File: config.mk
export PLATFORM = sky130hd
export DESIGN_NAME = b85_queue
export DESIGN_NICKNAME = d
export VERILOG_FILES = /design/src/hw/rtl/b85_pkg.sv /design/src/hw/rtl/b85_queue.sv
export SDC_FILE = /design/constraint.sdc
export NUM_CORES = 1
export LEC_CHECK = 0
export ABC_AREA = 1
export BUFFER_PORTS_ARGS = -buffer_cell sky130_fd_sc_hd__buf_2
export CORE_ASPECT_RATIO = 0.8
export CORE_MARGIN = 5
export CORE_UTILIZATION = 50
export CTS_CLUSTER_DIAMETER = 40
export CTS_CLUSTER_SIZE = 12
export DETAILED_ROUTE_END_ITERATION = 12
export PLACE_DENSITY = 0.76
export SYNTH_ARGS = -nofsm -noshare
export SYNTH_HDL_FRONTEND = slang
export SYNTH_SLANG_ARGS = --single-unit
File: constraint.sdc
create_clock -name clk -period 3.4 [get_ports clk]
set_clock_uncertainty 0.1 [all_clocks]
set_input_delay 0.17 -clock clk [delete_from_list [all_inputs] [get_ports clk]]
set_output_delay 0.17 -clock clk [all_outputs]
set_load 0.02 [all_outputs]
File: src/hw/rtl/b85_pkg.sv
`timescale 1ns / 1ps
// ----------------------------------------------------------------------------
// b85_pkg
// Shared constants, types and the alphabet lookup for the base-85 encoder.
// ----------------------------------------------------------------------------
package b85_pkg;

    localparam int GROUP_W     = 32;
    localparam int DIGIT_W     = 7;
    localparam int NUM_DIGITS  = 5;
    localparam int NSYM_W      = 3;
    localparam int STEP_W      = 3;

    localparam logic [DIGIT_W-1:0] B85_TOP   = 7'd84;

    // floor(x / 85) == (x * B85_RECIP) >> B85_SHIFT for every 32-bit x
    localparam logic [GROUP_W-1:0] B85_RECIP = 32'd3233857729;
    localparam int                 B85_SHIFT = 38;
    localparam int                 QUO_W     = 2 * GROUP_W - B85_SHIFT;

    localparam int QUEUE_DEPTH = 2;
    localparam int QUEUE_PTR_W = 1;

    localparam logic [NUM_DIGITS*8*17-1:0] ALPHABET =
        "0123456789ABCDEFGHIJKLMNOPQRSTUVWXYZabcdefghijklmnopqrstuvwxyz!#$%&()*+-;<=>?@^_`{|}~";

    typedef struct packed {
        logic [GROUP_W-1:0] value;
        logic [NSYM_W-1:0]  nsym;
        logic               last;
    } b85_job_t;

    typedef enum logic [1:0] {
        DU_IDLE,
        DU_CALC,
        DU_DONE
    } b85_du_state_t;

    function automatic logic [7:0] b85_symbol(input logic [DIGIT_W-1:0] digit);
        logic [DIGIT_W-1:0] pos;
        logic [7:0]         sym;
        pos = B85_TOP - digit;
        if (digit > B85_TOP)
        begin
            sym = 8'h30;
        end
        else
        begin
            sym = ALPHABET[{pos, 3'b000} +: 8];
        end
        return sym;
    endfunction

endpackage

File: src/hw/rtl/b85_queue.sv
`timescale 1ns / 1ps
// ----------------------------------------------------------------------------
// b85_queue
// Short job queue between the byte front end and the encoding back end.
// ----------------------------------------------------------------------------
module b85_queue
    import b85_pkg::*;
(
    input  logic     clk,
    input  logic     rst_n,
    input  logic     push,
    input  b85_job_t push_job,
    output logic     full,
    output logic     valid,
    input  logic     pop,
    output b85_job_t pop_job
);

    b85_job_t                 entry_reg [QUEUE_DEPTH];
    logic [QUEUE_PTR_W-1:0]   wr_ptr_reg;
    logic [QUEUE_PTR_W-1:0]   wr_ptr_next;
    logic [QUEUE_PTR_W-1:0]   rd_ptr_reg;
    logic [QUEUE_PTR_W-1:0]   rd_ptr_next;
    logic [QUEUE_PTR_W:0]     count_reg;
    logic [QUEUE_PTR_W:0]     count_next;

    assign full    = (count_reg == (QUEUE_PTR_W+1)'(QUEUE_DEPTH));
    assign valid   = (count_reg != '0);
    assign pop_job = entry_reg[rd_ptr_reg];

    always_comb
    begin
        wr_ptr_next = wr_ptr_reg;
        rd_ptr_next = rd_ptr_reg;
        count_next  = count_reg;
        if (push)
        begin
            wr_ptr_next = (wr_ptr_reg == QUEUE_PTR_W'(QUEUE_DEPTH - 1)) ? '0 : wr_ptr_reg + 1'b1;
        end
        if (pop)
        begin
            rd_ptr_next = (rd_ptr_reg == QUEUE_PTR_W'(QUEUE_DEPTH - 1)) ? '0 : rd_ptr_reg + 1'b1;
        end
        if (push && !pop)
        begin
            count_next = count_reg + 1'b1;
        end
        else if (pop && !push)
        begin
            count_next = count_reg - 1'b1;
        end
    end

    always_ff @(posedge clk or negedge rst_n)
    begin
        if (!rst_n)
        begin
            wr_ptr_reg <= '0;
            rd_ptr_reg <= '0;
            count_reg  <= '0;
        end
        else
        begin
            wr_ptr_reg <= wr_ptr_next;
            rd_ptr_reg <= rd_ptr_next;
            count_reg  <= count_next;
        end
    end

    always_ff @(posedge clk)
    begin
        if (push)
        begin
            entry_reg[wr_ptr_reg] <= push_job;
        end
    end

endmodule

==> metrics.cfg <==
[finish]
final_cell_mix = buf_2 (77), edfxtp_1 (72), dlygate4sd3_1 (39), mux2_4 (29), clkbuf_8 (9)
nets = 304
drive_gt1_frac = 0.489
synthToLayoutAreaGrowth_pct = 36.1
finish.utilization = 0.691
final_common_cell = buf_2
largest_register_ffs = 72
multi_input_area_um2 = 602
regArea_mm2 = 0.00226
final_area_mm2 = 0.00402
fillers = 401
antennaDiodeCount = 0

[synth]
syn-num-nets = 178
synth_cell_types = 14
ys_ff_latch = 76
syn_avg_cell_area_um2 = 21.6
syn_area_mm2 = 0.00295
synthCells = 137
seq_area_frac_synth = 0.766
yosysWarnings = 0

[cts]
clk_pin_slew_ns = 0.07
postCtsSetupBuffers = 0
clkLatencyLatePin_ns = 0.32
cts.repair.resized = 0
cts.sinks = 76
htree_levels = 3
tritoncts = yes
ctsHoldBuffers = 39
clockBufferDepth = 2
cts-root-buf = clkbuf_8
numCtsBuffers = 9

[setup_path]
critPathKind = flop to output port
critPathCaptureType = output port
worstSetupStartpointType = flop
crit_path_max_fanout = 20
worstPathArrival_ns = 1.99
required_ns = 3.13

[pwr]
power_density_mw_per_mm2 = 790
max-vdd-ir-drop_mv = 0.490
p_leak_nw = 1.66

[global_route]
grt_max_degree = 37
grt_pass1_vias = 1711
antenna_found_initial = 0
grt_usage = 0.146
overflow = 0
grt_pass1_wl_um = 8110

[timing]
setup_violations = 0
setup_tns_ns = 0
rsz0062_at_grt = no
finalCritPeriodShare = 0.665
finalHoldViolations = 0
max_freq_mhz = 442
worstMarginPinSlew_ns = 1.03
drv_slew = 0
period_minus_slack_ns = 2.26
slew_headroom = 0.312

[floorplan]
num_rows = 25
die_x_um = 95.9
core_region_area_mm2 = 0.00582
dieArea_mm2 = 0.00755
die_h_um = 78.8
start_util = 0.508
ioPinCount = 78

[drt]
routed_wl_um = 5010
drtIter0Drc = 36
ant_nets = 0
drt-wirelength-per-cell_um = 14.4
routed_via_density = 4.55
drtPass1Iterations = 4
drc = 0
via_count = 1587

[min_path]
hold_path_class = input pin to asynchronous set/reset pin

[status]
outcome = complete, no violations

[run]
maxCapViolations = 0

[place]
dpl-instance-area_mm2 = 0.00340
io_buffers = 77
dp_hpwl_um = 3170
gp_congestion = 0.744

[kinds of logic (layout without fill, tap and decap cells)]
kind of cell  count (synthesis)  in the layout  synth area share
mux                          36             36             0.174
buf+inv                      11            142            0.0330
fa+ha+maj                     1              1           0.00423
flops                        76             76             0.766
simple gates                 10             10            0.0140
xor+xnor                      3              3           0.00890
[per-layer routing]
| metal | global-route usage | part of all wire | up-vias |
|---|---|---|---|
| met5 | 0 | 0 | - |
| met4 | 0.0597 | 0.015 | 0 |
| met3 | 0.0464 | 0.057 | 9 |
| met2 | 0.247 | 0.51 | 56 |
| met1 | 0.172 | 0.42 | 753 |
| li1 | - | - | 769 |
[cells in the mapped netlist, drive strengths merged]
master / number / area share
ha: 1 / 0.0042
nand2: 6 / 0.0076
nand4: 1 / 0.0021
nand3: 1 / 0.0017
xnor2: 1 / 0.0030
mux2: 36 / 0.17
buf: 4 / 0.024
nor2: 2 / 0.0025
dfrtp: 4 / 0.034
edfxtp: 72 / 0.73
inv: 7 / 0.0089
xor2: 2 / 0.0059
[power breakdown]
part	leakage (nW)	switching (mW)	total, mW	internal, mW
combinational	0.826	0.558	1.05	0.494
sequential	0.722	0.111	1.36	1.25
clock	0.115	0.283	0.765	0.481
total	1.66	0.952	3.18	2.22
[path summary, 6_finish.rpt]
path | cells past startpoint | startpoint | slack (ns) | to
min in group clk | 2 | count_reg[1] | 0.39 | count_reg[1]
max reg2reg | 1 | wr_ptr_reg | 1.67 | entry_reg[0][19]
max in group asynchronous | 2 | rst_n | 2.99 | rd_ptr_reg
min | 2 | rst_n | 0.08 | rd_ptr_reg
max | 3 | rd_ptr_reg | 1.14 | pop_job[7]
min reg2reg | 2 | count_reg[1] | 0.39 | count_reg[1]
[stage by stage]
| step | hold slack [ns] | setup WS [ns] | power [mW] | cells |
|---|---|---|---|---|
| after floorplan | -0.226 | 0.940 | 2.19 | 137 |
| after global placement | -0.118 | 1.49 | 2.40 | 294 |
| after detailed placement | -0.118 | 1.45 | 2.41 | 294 |
| after CTS | 0.0456 | 1.09 | 3.21 | 349 |
| after global routing | 0.0569 | 1.03 | 3.34 | 349 |
| final | 0.0777 | 1.14 | 3.18 | 349 |
[final cells by class]
class / instances / area share
Clock inverter: 6 / 0.0255
Inverter: 7 / 0.00653
Sequential cell: 76 / 0.563
Clock buffer: 10 / 0.0317
Tap cell: 81 / 0.0252
Timing Repair Buffer: 119 / 0.199
Multi-Input combinational cell: 50 / 0.150
[worst max-delay path, cell delays in order, from the launching register on]
cell and delay (ns):
dfrtp_2 0.72, buf_4 0.43, mux2_4 0.33, buf_2 0.16
No activity file was read; power rests on OpenSTA's default activity.
