==> config.mk <==
export PLATFORM = sky130hd
export DESIGN_NAME = b85_front_flat
export DESIGN_NICKNAME = d
export VERILOG_FILES = /design/src/hw/rtl/b85_pkg.sv /design/src/hw/rtl/b85_byte_if.sv /design/src/hw/rtl/b85_front.sv /design/src/flat_wrapper.sv
export SDC_FILE = /design/constraint.sdc
export NUM_CORES = 1
export LEC_CHECK = 0
export BUFFER_PORTS_ARGS = -buffer_cell sky130_fd_sc_hd__buf_4
export CAP_MARGIN = 10
export CORE_AREA = 2 2 57 59
export CTS_CLUSTER_DIAMETER = 200
export DETAILED_ROUTE_END_ITERATION = 16
export DIE_AREA = 0 0 59 61
export GPL_ROUTABILITY_DRIVEN = 0
export PLACE_DENSITY_LB_ADDON = 0.05
export SLEW_MARGIN = 15
export SYNTH_ARGS = -nofsm -noshare
export SYNTH_HDL_FRONTEND = slang
export SYNTH_SLANG_ARGS = --single-unit
==> constraint.sdc <==
create_clock -name clk -period 2.95 [get_ports clk]
set_input_delay 0 -clock clk [delete_from_list [all_inputs] [get_ports clk]]
set_output_delay 0 -clock clk [all_outputs]
set_load 0.02 [all_outputs]
==> src/hw/rtl/b85_pkg.sv <==
`timescale 1ns / 1ps
// ----------------------------------------------------------------------------
// b85_pkg
// Shared constants, types and the alphabet lookup for the base-85 encoder.
// ----------------------------------------------------------------------------
package b85_pkg;

    localparam int GROUP_W     = 32;
    localparam int DIGIT_W     = 7;
    localparam int NUM_DIGITS  = 5;
    localparam int NSYM_W      = 3;
    localparam int STEP_W      = 3;

    localparam logic [DIGIT_W-1:0] B85_TOP   = 7'd84;

    // floor(x / 85) == (x * B85_RECIP) >> B85_SHIFT for every 32-bit x
    localparam logic [GROUP_W-1:0] B85_RECIP = 32'd3233857729;
    localparam int                 B85_SHIFT = 38;
    localparam int                 QUO_W     = 2 * GROUP_W - B85_SHIFT;

    localparam int QUEUE_DEPTH = 2;
    localparam int QUEUE_PTR_W = 1;

    localparam logic [NUM_DIGITS*8*17-1:0] ALPHABET =
        "0123456789ABCDEFGHIJKLMNOPQRSTUVWXYZabcdefghijklmnopqrstuvwxyz!#$%&()*+-;<=>?@^_`{|}~";

    typedef struct packed {
        logic [GROUP_W-1:0] value;
        logic [NSYM_W-1:0]  nsym;
        logic               last;
    } b85_job_t;

    typedef enum logic [1:0] {
        DU_IDLE,
        DU_CALC,
        DU_DONE
    } b85_du_state_t;

    function automatic logic [7:0] b85_symbol(input logic [DIGIT_W-1:0] digit);
        logic [DIGIT_W-1:0] pos;
        logic [7:0]         sym;
        pos = B85_TOP - digit;
        if (digit > B85_TOP)
        begin
            sym = 8'h30;
        end
        else
        begin
            sym = ALPHABET[{pos, 3'b000} +: 8];
        end
        return sym;
    endfunction

endpackage

==> src/hw/rtl/b85_byte_if.sv <==
`timescale 1ns / 1ps
// ----------------------------------------------------------------------------
// b85_byte_if
// Byte channel: one raw stream byte per word, with a final-byte flag.
// ----------------------------------------------------------------------------
interface b85_byte_if;

    logic       valid;
    logic       ready;
    logic [7:0] data_byte;
    logic       stream_last;

    modport source (output valid, output data_byte, output stream_last, input ready);
    modport sink   (input valid, input data_byte, input stream_last, output ready);

endinterface

==> src/hw/rtl/b85_front.sv <==
`timescale 1ns / 1ps
// ----------------------------------------------------------------------------
// b85_front
// Gathers bytes into a big-endian group and queues a job per finished group.
// ----------------------------------------------------------------------------
module b85_front
    import b85_pkg::*;
(
    input  logic          clk,
    input  logic          rst_n,
    b85_byte_if.sink      bytes,
    output logic          push,
    output b85_job_t      push_job,
    input  logic          full
);

    logic [23:0] group_value_reg;
    logic [23:0] group_value_next;
    logic [1:0]  byte_count_reg;
    logic [1:0]  byte_count_next;
    logic        accept;
    logic        close;

    assign bytes.ready = !full;
    assign accept      = bytes.valid && !full;
    assign close       = (byte_count_reg == 2'd3) || bytes.stream_last;
    assign push        = accept && close;

    always_comb
    begin
        push_job.last = bytes.stream_last;
        if (byte_count_reg == 2'd3)
        begin
            push_job.nsym = 3'd5;
        end
        else
        begin
            push_job.nsym = {1'b0, byte_count_reg} + 3'd2;
        end
        case (byte_count_reg)
            2'd0:    push_job.value = {bytes.data_byte, 24'h000000};
            2'd1:    push_job.value = {group_value_reg[7:0], bytes.data_byte, 16'h0000};
            2'd2:    push_job.value = {group_value_reg[15:0], bytes.data_byte, 8'h00};
            default: push_job.value = {group_value_reg, bytes.data_byte};
        endcase
    end

    always_comb
    begin
        group_value_next = group_value_reg;
        byte_count_next  = byte_count_reg;
        if (accept)
        begin
            if (close)
            begin
                group_value_next = '0;
                byte_count_next  = '0;
            end
            else
            begin
                group_value_next = {group_value_reg[15:0], bytes.data_byte};
                byte_count_next  = byte_count_reg + 2'd1;
            end
        end
    end

    always_ff @(posedge clk or negedge rst_n)
    begin
        if (!rst_n)
        begin
            group_value_reg <= '0;
            byte_count_reg  <= '0;
        end
        else
        begin
            group_value_reg <= group_value_next;
            byte_count_reg  <= byte_count_next;
        end
    end

endmodule

==> src/flat_wrapper.sv <==
// flat-port wrapper written by rule: the top's interface ports become plain ports
module b85_front_flat import b85_pkg::*;
  (clk, rst_n, push, push_job, full, bytes_valid, bytes_data_byte, bytes_stream_last, bytes_ready);
  b85_byte_if bytes_i ();
  input  logic clk;
  input  logic rst_n;
  output logic push;
  output b85_job_t push_job;
  input  logic full;
  input wire logic [$bits(bytes_i.valid)-1:0] bytes_valid;
  input wire logic [$bits(bytes_i.data_byte)-1:0] bytes_data_byte;
  input wire logic [$bits(bytes_i.stream_last)-1:0] bytes_stream_last;
  output wire logic [$bits(bytes_i.ready)-1:0] bytes_ready;
  assign bytes_i.valid = bytes_valid;
  assign bytes_i.data_byte = bytes_data_byte;
  assign bytes_i.stream_last = bytes_stream_last;
  assign bytes_ready = bytes_i.ready;
  b85_front u_core (.clk(clk), .rst_n(rst_n), .bytes(bytes_i), .push(push), .push_job(push_job), .full(full));
endmodule
==> flow_metrics.tcl, run 1 <==
set metrics [dict create \
    numCtsBuffers 3 \
    min_to "u_core.group_value_reg[22]$_DFFE_PN0P_" \
    min_from "full" \
    largest_register_ffs 24 \
    drive_gt1_share_pct 30.81 \
    syn_nets 166 \
    slew_headroom_pct 32.71 \
    areaGrowthSynthToFinish_pct 31.68 \
    worst-path-buf-inv 1 \
    synth_top_family_by_area "compound AO/OA/AOI/OAI gates" \
    placeableCoreArea_um2 2953 \
    grt_pass1_vias 1298 \
    utilization_pct 68.52 \
    fp.dieArea_um2 3599 \
    status "finished clean" \
    powerDensity_nw_per_um2 555.0 \
    cts_root_buf "clkbuf_4" \
    critPathTopFamily "adder cells" \
    cts.htree.levels 1 \
    crit_type "flip-flop to output port" \
    final_cell_area_um2 2023 \
    synth.avg_cell_area_um2 10.31 \
    startpoint_type "flip-flop" \
    hp-class "input port to flip-flop" \
    synth.mux.area_fraction_pct 5.945 \
    cts.sinks 26 \
    grt_pass1_wl_mm 6.113 \
    io_buffers 50 \
    clkTransAtPathRegs_ns 0.13 \
    io_pins 51 \
    clock_power_share_pct 21.9 \
    crit_chain "ha_2 -> nor2b_1 -> a22o_1 -> buf_4" \
    rrSetupSlack_ns 0.91 \
    cap_violations 0 \
    synth_compound_area_share_pct 30.29 \
    route.antenna.remaining_nets 0 \
    worst-path-max-fanout 46 \
    netlist_instances 149 \
    ir_worst_vdd_mv 0.3064 \
    dieHeight_um 61 \
    worst_ep_required_time_ns 2.95 \
    ys_seq_area_share_pct 42.35 \
    worst_r2r_endpoint "u_core.group_value_reg[1]$_DFFE_PN0P_" \
    p_switching_mw 0.3970 \
    antenna_found_initial 0 \
    slowest_delay_ns 0.76 \
    synth-simple-area-share_pct 9.365 \
    start_util_pct 52.03 \
    min_path_cells 3 \
    end_kind "output port" \
    post-route-period-util_pct 78.89 \
    skew_ns 0.01965 \
    ys_ff_latch 26 \
    row_count 20 \
    gr-usage-all-layers_pct 22.47 \
    leakage_nw 0.9618 \
    fin_crit_ns 2.327 \
    rsz0062_at_grt "no" \
    dp.final_hpwl_mm 2.428 \
    cp_data_arrival_time_ns 2.33 \
    setup_violations 0 \
    clkLatencyLatePin_ns 0.33 \
    combPwrFrac_pct 40.1 \
    ys_warn_count 0 \
    fin_nets 216 \
    die_w_um 59 \
    tightest_slew_ns 1.009 \
    tns_ns 0 \
    grt.overflow.total 0 \
    total_power_mw 1.123 \
    r2r_start "u_core.byte_count_reg[1]$_DFFE_PN0P_" \
    whs_ns 0.05265 \
    drt-pass1-iter-count 5 \
    drc_errors 0 \
    avgRoutedWirePerCell_um 16.21 \
    totalWireLength_mm 3.745 \
    synth.distinct_cells 20 \
    place_area_um2 1881 \
    clock_path_buffers 2 \
    slew_violations 0 \
    nFillCells 245 \
    p_seq_share_pct 38.0 \
    clock.fmax_mhz 429.7 \
    synthXorXnorAreaFrac_pct 0 \
    slowest_stage "ha_2" \
    syn-cell-area_um2 1536 \
    drt_iter0_markers 83 \
    synth_fa_ha_area_share_pct 3.257 \
    power.internal_mw 0.7259 \
    cts_tree "built" \
    finalHoldViolCount 0 \
    grt_start_max_net_pins 47 \
    diodes 0 \
    p_sw_share_pct 35.36 \
    cts_setup_buffers 0 \
    num_vias 1380 \
    vias_per_cell 5.974 \
    r2r_cells 4 \
]
==> area by class of cell <==
class | instances | area (um^2) | share of cell area, %
Clock buffer | 3 | 22.52 | 1.113
Inverter | 12 | 45.04 | 2.226
Sequential cell | 26 | 650.6 | 32.16
Tap cell | 33 | 41.29 | 2.041
Clock inverter | 1 | 30.03 | 1.484
Timing Repair Buffer | 61 | 480.5 | 23.75
Multi-Input combinational cell | 95 | 753.2 | 37.23
==> worst max path at each step <==
stage	from	endpoint	slack (ns)	cells past startpoint
4_1_cts	u_core.byte_count_reg[1]$_DFFE_PN0P_	push_job[16]	0.59	4
2_1_floorplan	u_core.byte_count_reg[0]$_DFFE_PN0P_	push_job[20]	1.30	6
6_report	u_core.byte_count_reg[1]$_DFFE_PN0P_	push_job[16]	0.62	4
5_1_grt	u_core.byte_count_reg[1]$_DFFE_PN0P_	push_job[16]	0.42	4
3_3_place_gp	u_core.byte_count_reg[0]$_DFFE_PN0P_	u_core.group_value_reg[17]$_DFFE_PN0P_	0.98	4
3_5_place_dp	u_core.byte_count_reg[1]$_DFFE_PN0P_	u_core.group_value_reg[12]$_DFFE_PN0P_	0.91	4
==> worst min-delay path, cell delays in order <==
cell	delay (ns)
buf_4	0.10
nor4b_4	0.06
a22o_1	0.17
==> kinds of logic after synthesis <==
logic type                 after synthesis
muxes                                    9
and+or+nand+nor                         25
adders and majority gates                4
AOI/OAI and AO/OA                       57
buffers and inverters                   28
DFF                                     26
==> cell usage in the layout (no fill, tap or decap) <==
cell type / count
nor4b_4: 1
mux2i_1: 8
buf_4: 52
or2_2: 2
dfrtp_1: 26
nand2_1: 10
nor2_1: 2
nand2b_1: 1
ha_2: 1
mux2_2: 1
nor2b_1: 1
o21ai_0: 9
inv_1: 12
dlygate4sd3_1: 9
a222oi_1: 8
a22o_1: 32
and2_1: 8
a22oi_1: 8
ha_1: 3
clkbuf_4: 3
bufinv_16: 1
==> routing by layer <==
metal	wire (um)	global-route usage [%]	part of all wire [%]
met3	218	5.330	5.8
met2	1907	39.21	51
met4	15	5.844	0.40
met5	0	0	0
met1	1603	28.09	43
==> power by group through the flow <==
stage,Combinational [mW],Sequential [mW],Clock (mW)
2_1_floorplan,0.277,0.423,0
3_3_place_gp,0.434,0.430,0
3_5_place_dp,0.444,0.432,0
4_1_cts,0.454,0.426,0.252
5_1_grt,0.486,0.432,0.264
6_report,0.450,0.427,0.246
==> per-stage QoR <==
stage / instances / setup slack [ns]
floorplan: 149 / 1.300
global placement: 218 / 0.9752
detailed placement: 218 / 0.9071
CTS: 231 / 0.5947
global route: 231 / 0.4242
finish: 231 / 0.6227
==> cells in the mapped netlist <==
library cell | count | area share (%)
buf_6 | 3 | 2.2
a22o_1 | 32 | 18
and2_1 | 8 | 3.3
ha_1 | 4 | 3.3
buf_4 | 1 | 0.49
a222oi_1 | 8 | 5.2
a22oi_1 | 8 | 3.9
mux2_2 | 1 | 0.73
nor2_1 | 2 | 0.49
buf_2 | 3 | 0.98
nand2b_1 | 1 | 0.41
or2_2 | 2 | 0.81
mux2i_1 | 8 | 5.2
o21ai_0 | 9 | 2.9
inv_1 | 12 | 2.9
nor4b_4 | 1 | 1.5
nor2b_1 | 1 | 0.41
nand2_1 | 10 | 2.4
clkbuf_1 | 9 | 2.2
dfrtp_1 | 26 | 42
==> timing repair <==
item | 4_1_cts | 5_1_grt
hold buffers | 9 | 0
resized for setup | 0 | 0
endpoints found under the hold margin | 34 | 0
Note: power is estimated with default switching activity, not from simulation.
==> inputs of run 2 (changes only) <==
--- a/config.mk
+++ b/config.mk
@@ -7,10 +7,10 @@
 export LEC_CHECK = 0
 export BUFFER_PORTS_ARGS = -buffer_cell sky130_fd_sc_hd__buf_4
 export CAP_MARGIN = 10
-export CORE_AREA = 2 2 57 59
+export CORE_AREA = 2 2 59 61
 export CTS_CLUSTER_DIAMETER = 200
 export DETAILED_ROUTE_END_ITERATION = 16
-export DIE_AREA = 0 0 59 61
+export DIE_AREA = 0 0 61 63
 export GPL_ROUTABILITY_DRIVEN = 0
 export PLACE_DENSITY_LB_ADDON = 0.05
 export SLEW_MARGIN = 15
==> constraint.sdc (replaced) <==
create_clock -name clk -period 2.4 [get_ports clk]
set_input_delay 0 -clock clk [delete_from_list [all_inputs] [get_ports clk]]
set_output_delay 0 -clock clk [all_outputs]
set_load 0.02 [all_outputs]
==> flow_metrics.tcl, run 2 (same netlist as run 1, synthesis figures left out) <==
set metrics [dict create \
    clkTransAtPathRegs_ns 0.15 \
    placed_cells 233 \
    p_sw_share_pct 37.68 \
    cp_data_arrival_time_ns 2.09 \
    powerDensity_nw_per_um2 646.1 \
    tightest_slew_ns 1.085 \
    fin_crit_ns 2.090 \
    p_switching_mw 0.4962 \
    numCtsBuffers 3 \
    clock_power_share_pct 17.8 \
    skew_ns 0.01161 \
    end_kind "output port" \
    io_buffers 50 \
    drt-pass1-iter-count 6 \
    worst_ep_required_time_ns 2.40 \
    diodes 0 \
    totalWireLength_mm 3.873 \
    grt_start_max_net_pins 28 \
    whs_ns 0.08510 \
    avgRoutedWirePerCell_um 15.74 \
    cts.htree.levels 1 \
    p_seq_share_pct 39.8 \
    power.internal_mw 0.8206 \
    tns_ns 0 \
    post-place-ws_ns 0.4776 \
    utilization_pct 63.07 \
    crit_type "flip-flop to output port" \
    hp-class "input port to async pin" \
    final_cells 246 \
    worst-path-max-fanout 12 \
    finalHoldViolCount 0 \
    final_cell_mix "buf_4 (54), a22o_1 (32), dfrtp_1 (26)" \
    mostFrequentLayoutCell "buf_4" \
    cap_violations 0 \
    clkLatencyLatePin_ns 0.34 \
    drive_gt1_share_pct 31.50 \
    leakage_nw 0.9681 \
    cp_common_cell "buf_4" \
    row_count 21 \
    route.antenna.remaining_nets 0 \
    setup_violations 0 \
    grt_pass1_vias 1309 \
    start_util_pct 47.54 \
    worst-path-buf-inv 3 \
    slew_violations 0 \
    num_vias 1384 \
    die_w_um 61 \
    rsz0062_at_grt "no" \
    slew_headroom_pct 27.68 \
    setup_ws_ns 0.3103 \
    nFillCells 303 \
    cts_tree "built" \
    fp.dieArea_um2 3843 \
    post-route-period-util_pct 87.07 \
    startpoint_type "flip-flop" \
    clock_path_buffers 2 \
    drc_errors 0 \
    dp.final_hpwl_mm 2.553 \
    antenna_found_initial 0 \
    clock.fmax_mhz 478.5 \
    dieHeight_um 63 \
    vias_per_cell 5.626 \
    combPwrFrac_pct 42.5 \
    fin_nets 218 \
    critPathTopFamily "buffers and inverters" \
    placeableCoreArea_um2 3232 \
    ir_worst_vdd_mv 0.3431 \
    multi_input_area_um2 753.2 \
    cts_root_buf "clkbuf_4" \
    crit_chain "inv_1 -> ha_1 -> buf_4 -> a222oi_1 -> mux2i_1 -> buf_4" \
    regArea_um2 650.6 \
    place_area_um2 1909 \
    drt_iter0_markers 127 \
    io_pins 51 \
    areaGrowthSynthToFinish_pct 32.65 \
    grt.overflow.total 0 \
    slowest_delay_ns 0.41 \
    total_power_mw 1.317 \
    largest_register_ffs 24 \
    grt_pass1_wl_mm 6.437 \
    gr-usage-all-layers_pct 22.22 \
    final_cell_area_um2 2038 \
    cts.sinks 26 \
    slowest_stage "dfrtp_1" \
    status "finished clean" \
]
-- run 2: power groups by stage --
stage               Sequential (mW)  Clock, mW  Combinational, mW
floorplan                     0.521          0              0.341
global placement              0.528          0              0.542
detailed placement            0.532          0              0.551
CTS                           0.523      0.236              0.564
global route                  0.531      0.261              0.607
finish                        0.524      0.234              0.559
-- run 2: layout make-up --
type | count | share of cell area, %
clock buffers | 4 | 1.780
repair buffers | 63 | 24.31
flip-flops and latches | 26 | 31.92
multi-input cells | 95 | 36.96
well taps | 46 | 2.824
inverters | 12 | 2.210
-- run 2: path summary, 6_finish.rpt --
kind / slack, ns / endpoint / cells after the start / start
worst max-delay path: 0.31 / push_job[29] / 6 / u_core.byte_count_reg[0]$_DFFE_PN0P_
worst min-delay path: 0.09 / u_core.group_value_reg[12]$_DFFE_PN0P_ / 2 / rst_n
worst max register to register: 0.83 / u_core.byte_count_reg[0]$_DFFE_PN0P_ / 4 / u_core.byte_count_reg[1]$_DFFE_PN0P_
worst min register to register: 0.52 / u_core.group_value_reg[19]$_DFFE_PN0P_ / 1 / u_core.group_value_reg[19]$_DFFE_PN0P_
max in group asynchronous: 2.06 / u_core.byte_count_reg[0]$_DFFE_PN0P_ / 2 / rst_n
min in group clk: 0.24 / push_job[0] / 2 / bytes_stream_last
-- run 2: repair_timing --
action                                 4_1_cts  5_1_grt
gates resized for setup                      0        1
hold buffers                                 9        0
endpoints found under the hold margin       34        0
setup endpoints to repair                    0        7
buffers inserted                             0        0
-- run 2: worst register-to-register path, cell delays in order, from the launching register on --
cell and delay [ns]:
dfrtp_1 0.44, ha_1 0.25, nor4b_4 0.28, buf_4 0.33, mux2_2 0.22
-- run 2: per-layer routing --
layer	vias up	global-route usage (%)	wire [um]
li1	660	-	-
met1	677	30.30	1666
met2	42	36.42	2003
met3	5	2.484	153
met4	0	6.522	49
met5	-	0	0
==> inputs of run 3 (changes only) <==
--- a/config.mk
+++ b/config.mk
@@ -12,7 +12,9 @@
 export DETAILED_ROUTE_END_ITERATION = 16
 export DIE_AREA = 0 0 61 63
 export GPL_ROUTABILITY_DRIVEN = 0
+export MAX_ROUTING_LAYER = met4
 export PLACE_DENSITY_LB_ADDON = 0.05
+export REMOVE_ABC_BUFFERS = 1
 export SLEW_MARGIN = 15
 export SYNTH_ARGS = -nofsm -noshare
 export SYNTH_HDL_FRONTEND = slang
==> flow_metrics.tcl, run 3 (same netlist as run 1, synthesis figures left out) <==
set metrics [dict create \
    status "finished clean" \
    busiest_layer "met2" \
    grt_pass1_wl_mm 6.182 \
    cts_tree "built" \
    worst_ep_required_time_ns 2.40 \
    total_power_mw 1.401 \
    use_met2_pct 32.66 \
    worst_r2r_endpoint "u_core.byte_count_reg[0]$_DFFE_PN0P_" \
    final_cell_area_um2 2057 \
    slew_headroom_pct 27.11 \
    numCtsBuffers 3 \
    start_util_pct 47.54 \
    clkTransAtPathRegs_ns 0.15 \
    crit_type "flip-flop to output port" \
    gr-usage-all-layers_pct 21.72 \
    slowest_stage "nor2b_2" \
    grt.overflow.total 0 \
    grt_util_met1_pct 29.55 \
    diodes 0 \
    drt_iter0_markers 118 \
    worst-path-max-fanout 10 \
    finalHoldViolCount 0 \
    cts.sinks 26 \
    r2r_cells 4 \
    grt_pass1_vias 1303 \
    rsz0062_at_grt "no" \
    powerDensity_nw_per_um2 681.3 \
    dp.final_hpwl_mm 2.558 \
    placeableCoreArea_um2 3232 \
    drt-pass1-iter-count 4 \
    fp.dieArea_um2 3843 \
    rrSetupSlack_ns 0.78 \
    final_cell_mix "buf_4 (54), a22o_1 (32), dfrtp_1 (26)" \
    startpoint_type "flip-flop" \
    drive_gt1_share_pct 32.00 \
    post-route-period-util_pct 88.13 \
    r2r_start "u_core.byte_count_reg[1]$_DFFE_PN0P_" \
    mostFrequentLayoutCell "buf_4" \
    fin_crit_ns 2.115 \
    nFillCells 302 \
    hp-class "input port to async pin" \
    leakage_nw 0.9727 \
    tightest_slew_ns 1.093 \
    cts.htree.levels 1 \
    num_vias 1410 \
    io_pins 51 \
    io_buffers 50 \
    vias_per_cell 5.732 \
    grt_start_max_net_pins 28 \
    setup_ws_ns 0.2848 \
    clock_path_buffers 2 \
    dieHeight_um 63 \
    path_depth 5 \
    drc_errors 0 \
    route.antenna.remaining_nets 0 \
    ir_worst_vdd_mv 0.3210 \
    critPathTopFamily "simple AND/OR/NAND/NOR gates" \
    totalWireLength_mm 3.974 \
    cts_root_buf "clkbuf_4" \
    post-place-ws_ns 0.5001 \
    cp_data_arrival_time_ns 2.12 \
    use_met3_pct 2.692 \
    avgRoutedWirePerCell_um 16.15 \
    setup_violations 0 \
    skew_ns 0.01171 \
    clkLatencyLatePin_ns 0.34 \
    clock.fmax_mhz 472.8 \
    die_w_um 61 \
    fin_nets 218 \
    crit_chain "inv_1 -> ha_1 -> nor2b_2 -> a22o_1 -> buf_4" \
    worst-path-buf-inv 2 \
    row_count 21 \
    slowest_delay_ns 0.48 \
    tns_ns 0 \
    slew_violations 0 \
    end_kind "output port" \
    place_area_um2 1912 \
    largest_register_ffs 24 \
    antenna_found_initial 0 \
    areaGrowthSynthToFinish_pct 33.88 \
    cap_violations 0 \
]
==> run 3: metrics by stage <==
step	hold slack [ns]	instances	util, %
2_1_floorplan	-0.2956	133	-
3_5_place_dp	-0.07058	233	59.16
4_1_cts	0.07686	246	63.57
5_1_grt	0.09471	246	63.65
6_report	0.08265	246	63.65
3_3_place_gp	-0.06965	233	59.16
==> run 3: where the power goes <==
group          internal, mW  switching (mW)
Sequential            0.479          0.0463
Clock                 0.169           0.143
Combinational         0.249           0.314
Total                 0.898           0.504
==> run 3: repair_timing <==
item                       in CTS  in global routing
buffers inserted                0                  0
hold endpoints to repair       34                  0
gates resized for setup         0                  1
setup endpoints to repair       0                  2
hold buffers                    9                  0
==> run 3: cell type report <==
cell class / instances / area, um^2 / share of cell area [%]
Clock buffer: 3 / 22.52 / 1.095
Clock inverter: 1 / 30.03 / 1.460
Inverter: 12 / 45.04 / 2.190
Multi-Input combinational cell: 95 / 755.7 / 36.74
Sequential cell: 26 / 650.6 / 31.63
Tap cell: 46 / 57.56 / 2.798
Timing Repair Buffer: 63 / 495.5 / 24.09
==> run 3: worst max-delay path by stage <==
stage / from / endpoint / slack (ns)
after floorplan: u_core.byte_count_reg[0]$_DFFE_PN0P_ / u_core.byte_count_reg[0]$_DFFE_PN0P_ / 0.12
after global placement: u_core.byte_count_reg[0]$_DFFE_PN0P_ / push_job[17] / 0.61
after detailed placement: u_core.byte_count_reg[0]$_DFFE_PN0P_ / push_job[19] / 0.50
after CTS: u_core.byte_count_reg[0]$_DFFE_PN0P_ / push_job[19] / 0.10
after global routing: u_core.byte_count_reg[0]$_DFFE_PN0P_ / push_job[18] / 0.20
final: u_core.byte_count_reg[0]$_DFFE_PN0P_ / push_job[19] / 0.28
==> run 3: per-layer routing <==
layer	wire [um]	part of all wire (%)
met1	1850	47
met3	154	3.9
met2	1908	48
met5	0	0
met4	61	1.5
